--- src/rtl/npm_pkg.sv ---
`default_nettype none

package npm_pkg;

    localparam int COORD_W = 20;
    localparam int SQ_W    = 2 * COORD_W;
    localparam int DIST_W  = SQ_W + 1;
    localparam int INDEX_W = 10;
    localparam int REQ_W   = 2;

    localparam logic [REQ_W-1:0] REQ_LOAD  = 2'd0;
    localparam logic [REQ_W-1:0] REQ_QUERY = 2'd1;
    localparam logic [REQ_W-1:0] REQ_CLEAR = 2'd2;

    typedef logic [COORD_W-1:0] coord_t;
    typedef logic [DIST_W-1:0]  dist_t;

    typedef struct packed {
        coord_t x;
        coord_t y;
    } point_t;

endpackage

`default_nettype wire

--- src/rtl/npm_sqdist.sv ---
`default_nettype none

// Three-stage squared distance: |a-b| per axis, squares, sum.
// A tag travels alongside each operand pair.
module npm_sqdist #(
    parameter int TAG_W = 11
) (
    input  wire logic                clk,
    input  wire logic                rst_n,
    input  wire logic                in_valid,
    input  wire logic [TAG_W-1:0]    in_tag,
    input  wire npm_pkg::point_t     ref_pt,
    input  wire npm_pkg::point_t     obj_pt,
    output logic                     out_valid,
    output logic [TAG_W-1:0]         out_tag,
    output npm_pkg::dist_t           out_dist
);
    import npm_pkg::*;

    logic [2:0]         valid_reg;
    logic [TAG_W-1:0]   tag1_reg, tag2_reg, tag3_reg;
    coord_t             dx_reg, dy_reg;
    logic [SQ_W-1:0]    sx_reg, sy_reg;
    dist_t              sum_reg;

    always_ff @(posedge clk or negedge rst_n)
    begin
        if (!rst_n)
        begin
            valid_reg <= '0;
        end
        else
        begin
            valid_reg <= {valid_reg[1:0], in_valid};
        end
    end

    always_ff @(posedge clk)
    begin
        // stage 1: absolute differences
        dx_reg   <= (ref_pt.x > obj_pt.x) ? (ref_pt.x - obj_pt.x) : (obj_pt.x - ref_pt.x);
        dy_reg   <= (ref_pt.y > obj_pt.y) ? (ref_pt.y - obj_pt.y) : (obj_pt.y - ref_pt.y);
        tag1_reg <= in_tag;
        // stage 2: squares
        sx_reg   <= SQ_W'(dx_reg) * SQ_W'(dx_reg);
        sy_reg   <= SQ_W'(dy_reg) * SQ_W'(dy_reg);
        tag2_reg <= tag1_reg;
        // stage 3: sum, exact in DIST_W bits
        sum_reg  <= DIST_W'(sx_reg) + DIST_W'(sy_reg);
        tag3_reg <= tag2_reg;
    end

    assign out_valid = valid_reg[2];
    assign out_tag   = tag3_reg;
    assign out_dist  = sum_reg;

endmodule

`default_nettype wire

--- config.mk ---
export PLATFORM = sky130hd
export DESIGN_NAME = npm_sqdist
export DESIGN_NICKNAME = d
export VERILOG_FILES = /design/src/rtl/npm_pkg.sv /design/src/rtl/npm_sqdist.sv
export SDC_FILE = /design/constraint.sdc
export NUM_CORES = 2
export LEC_CHECK = 0
export BUFFER_PORTS_ARGS = -buffer_cell sky130_fd_sc_hd__buf_4
export CAP_MARGIN = 5
export CORE_ASPECT_RATIO = 0.8
export CORE_UTILIZATION = 40
export CTS_BUF_LIST = sky130_fd_sc_hd__clkbuf_4 sky130_fd_sc_hd__clkbuf_8
export CTS_CLUSTER_DIAMETER = 150
export DETAILED_ROUTE_END_ITERATION = 8
export GPL_ROUTABILITY_DRIVEN = 0
export GPL_TIMING_DRIVEN = 0
export PLACE_DENSITY_LB_ADDON = 0.2
export SYNTH_ARGS = -nofsm -noshare
export SYNTH_HDL_FRONTEND = slang
export SYNTH_SLANG_ARGS = --single-unit
--- constraint.sdc ---
create_clock -name clk -period 11.8 [get_ports clk]
set_input_delay 0.59 -clock clk [delete_from_list [all_inputs] [get_ports clk]]
set_output_delay 0.59 -clock clk [all_outputs]
set_load 0.005 [all_outputs]
==> impl_metrics.yaml <==
setup_path:
  crit_fanout: 10
  path_buf_inv: 5
  critical-path-top-delay-family: "adder cells"
  worst_setup_path_end_kind: "flip-flop"
  path_cells: "clkbuf_1 > buf_1 > nand2_1 > fa_1 > inv_1 > fa_1 > fa_1 > fa_1 > inv_1 > fa_1 > inv_1 > fa_1 > fa_1 > ha_1 > o21a_1 > nor2_1 > o41ai_2 > nand4_1 > nand3_1 > nor4b_2 > o41a_1 > xnor2_1"
  crit_type: "flip-flop to flip-flop"
  cpMostUsedCell: "fa_1"
  slowest_delay_ps: 680
  cp.required_ps: 12350
  cp-start-kind: "flip-flop"
  critPathSlowestCell: "o41ai_2"
  crit_arrival_ps: 8770
logic_synthesis:
  yosys_warnings: 0
  synth_area_leader_cell: "fa_1"
  synthArstFlopShare_pct: 1.54
  synth-edff-count: 0
  synth_ff_type: "dfxtp_1"
  yosys_register_bits: 195
  netlist_top_cells_area: "fa_1, ha_1, dfxtp_1"
  yosysMostFrequentCell: "inv_1"
  netlist_area_um2: 32800
  yosysUniqueCellTypes: 91
  ys_seq_area_share_pct: 11.9
  synth_common_cells: "inv_1, fa_1, ha_1"
  syn_area_per_cell_um2: 9.20
  syn-num-nets: 4650
  synth_top_area_share_pct: 34.3
  netlist_instances: 3570
sta:
  fin_crit_sh_pct: 69.6
  relSlewSlack_pct: 42.1
  worstMarginPinSlew_ps: 863
  period_needed_ps: 8210
  tns_ps: 0
  setup_viol_count_final: 0
  clock_skew_ps: 27.3
  rsz0062_at_grt: "false"
  finalHoldViolCount: 0
  finalMaxSlewViolations: 0
  max_freq_mhz: 122
global_routing:
  grt_max_degree: 26
  antenna_found_initial: 4
  grt_overflow: 0
  grt_pass1_wl_um: 129000
  grt_pass1_vias: 24300
  grtUsageTotal_pct: 19.8
floorplanning:
  core_area_um2: 80900
  dieHeight_um: 258
  die_area_um2: 83200
  rows: 93
  io_pins: 147
  dieWidth_um: 322
  start_util_pct: 40.6
place:
  post_dp_cell_area_um2: 35300
  dp_hpwl_um: 67400
  io_buffers: 146
  place_inst: 4808
finish:
  area_delta_synth_final_pct: 8.98
  instances_no_fill: 4843
  fin_area_um2: 35800
  nets: 4816
  post-route-util_pct: 44.2
  drive_gt1_share_pct: 6.54
  largest_reg_flops: 41
drt:
  drtAntennaViolNets: 0
  vias: 23900
  wire_per_inst_um: 16.1
  via_per_inst: 4.93
  drt-initial-drc-count: 1404
  firstDrtPassIters: 5
  drc: 0
  wirelength_um: 78100
clocking:
  clk_root_buffer_cell: "clkbuf_8"
  clock-sinks: 195
  cts_setup_buffers: 0
  cts_buffers: 17
  cts_max_level: 4
  clockBufferDepth: 2
  cts_tree: "built"
  clk_latency_ps: 620
  clkTransAtPathRegs_ps: 140
outcome:
  status: "finished clean"
hold_path:
  hp-class: "input port to flip-flop"
flow_run:
  maxCapViolCount: 0
[placed cells by master (no fill, tap or decap), drive strengths merged, types with 19 or more instances in the layout]
master    n
buf     166
a21oi   144
inv     845
ha      424
nor2b    31
nand3    40
nor2    118
and2    141
o21bai   28
o21ai    65
xnor2   110
xor2     65
nor3     30
nand2   333
fa      562
and3     19
a21o     67
a31oi    22
clkbuf  120
dfxtp   192
[cell type report]
class                   count  area [um2]
diodes                      2        5.00
inverters                 833        3130
clock buffers              17         234
fillers                  8054       45100
repair buffers            147        1110
flip-flops and latches    195        3920
multi-input cells        2419       25300
plain buffers             123         510
clock inverters            15         235
well taps                1092        1370
[through the flow]
step,worst slack [ps],hold slack (ps)
floorplan,5100,294
global placement,3710,310
detailed placement,3730,312
CTS,3680,3.83
global route,3250,23.4
finish,3590,59.9
[cells by family (layout without fill, tap and decap cells)]
logic type,after synthesis,count (layout),synth area share (%)
adders and majority gates,987,987,50.5
buffers and inverters,956,1135,11.1
and+or+nand+nor,779,779,11.3
AOI/OAI and AO/OA,455,455,9.81
DFF,195,195,11.9
xor gates and xnor gates,175,175,4.67
muxes,23,23,0.720
other,0,2,0
[final timing paths]
check / from / end / slack (ps) / depth (start not counted)
max: dx_reg[8]$_DFF_P_ / sx_reg[39]$_DFF_P_ / 3590 / 22
min: in_tag[5] / tag1_reg[5]$_DFF_P_ / 60 / 1
max reg2reg: dx_reg[8]$_DFF_P_ / sx_reg[39]$_DFF_P_ / 3590 / 22
min reg2reg: tag2_reg[5]$_DFF_P_ / out_tag[5]$_DFF_P_ / 330 / 0
max in group asynchronous: rst_n / valid_reg[1]$_DFF_PN0_ / 11420 / 2
min in group asynchronous: rst_n / valid_reg[2]$_DFF_PN0_ / 290 / 2
[routing by layer]
| layer | routed length [um] | track usage (%) | vias to the layer above |
|---|---|---|---|
| met5 | 13 | 0.399 | - |
| met2 | 33100 | 28.9 | 600 |
| met4 | 895 | 3.94 | 2 |
| li1 | - | - | 11400 |
| met3 | 5260 | 3.81 | 59 |
| met1 | 38900 | 30.3 | 11800 |
[what timing repair did]
action / in CTS / in global routing
hold buffers: 1 / 0
resized for setup: 0 / 0
endpoints found under the hold margin: 3 / 0
Power is not shown: default switching activity piles up to over one toggle a cycle in this logic, so the estimate is an artifact.
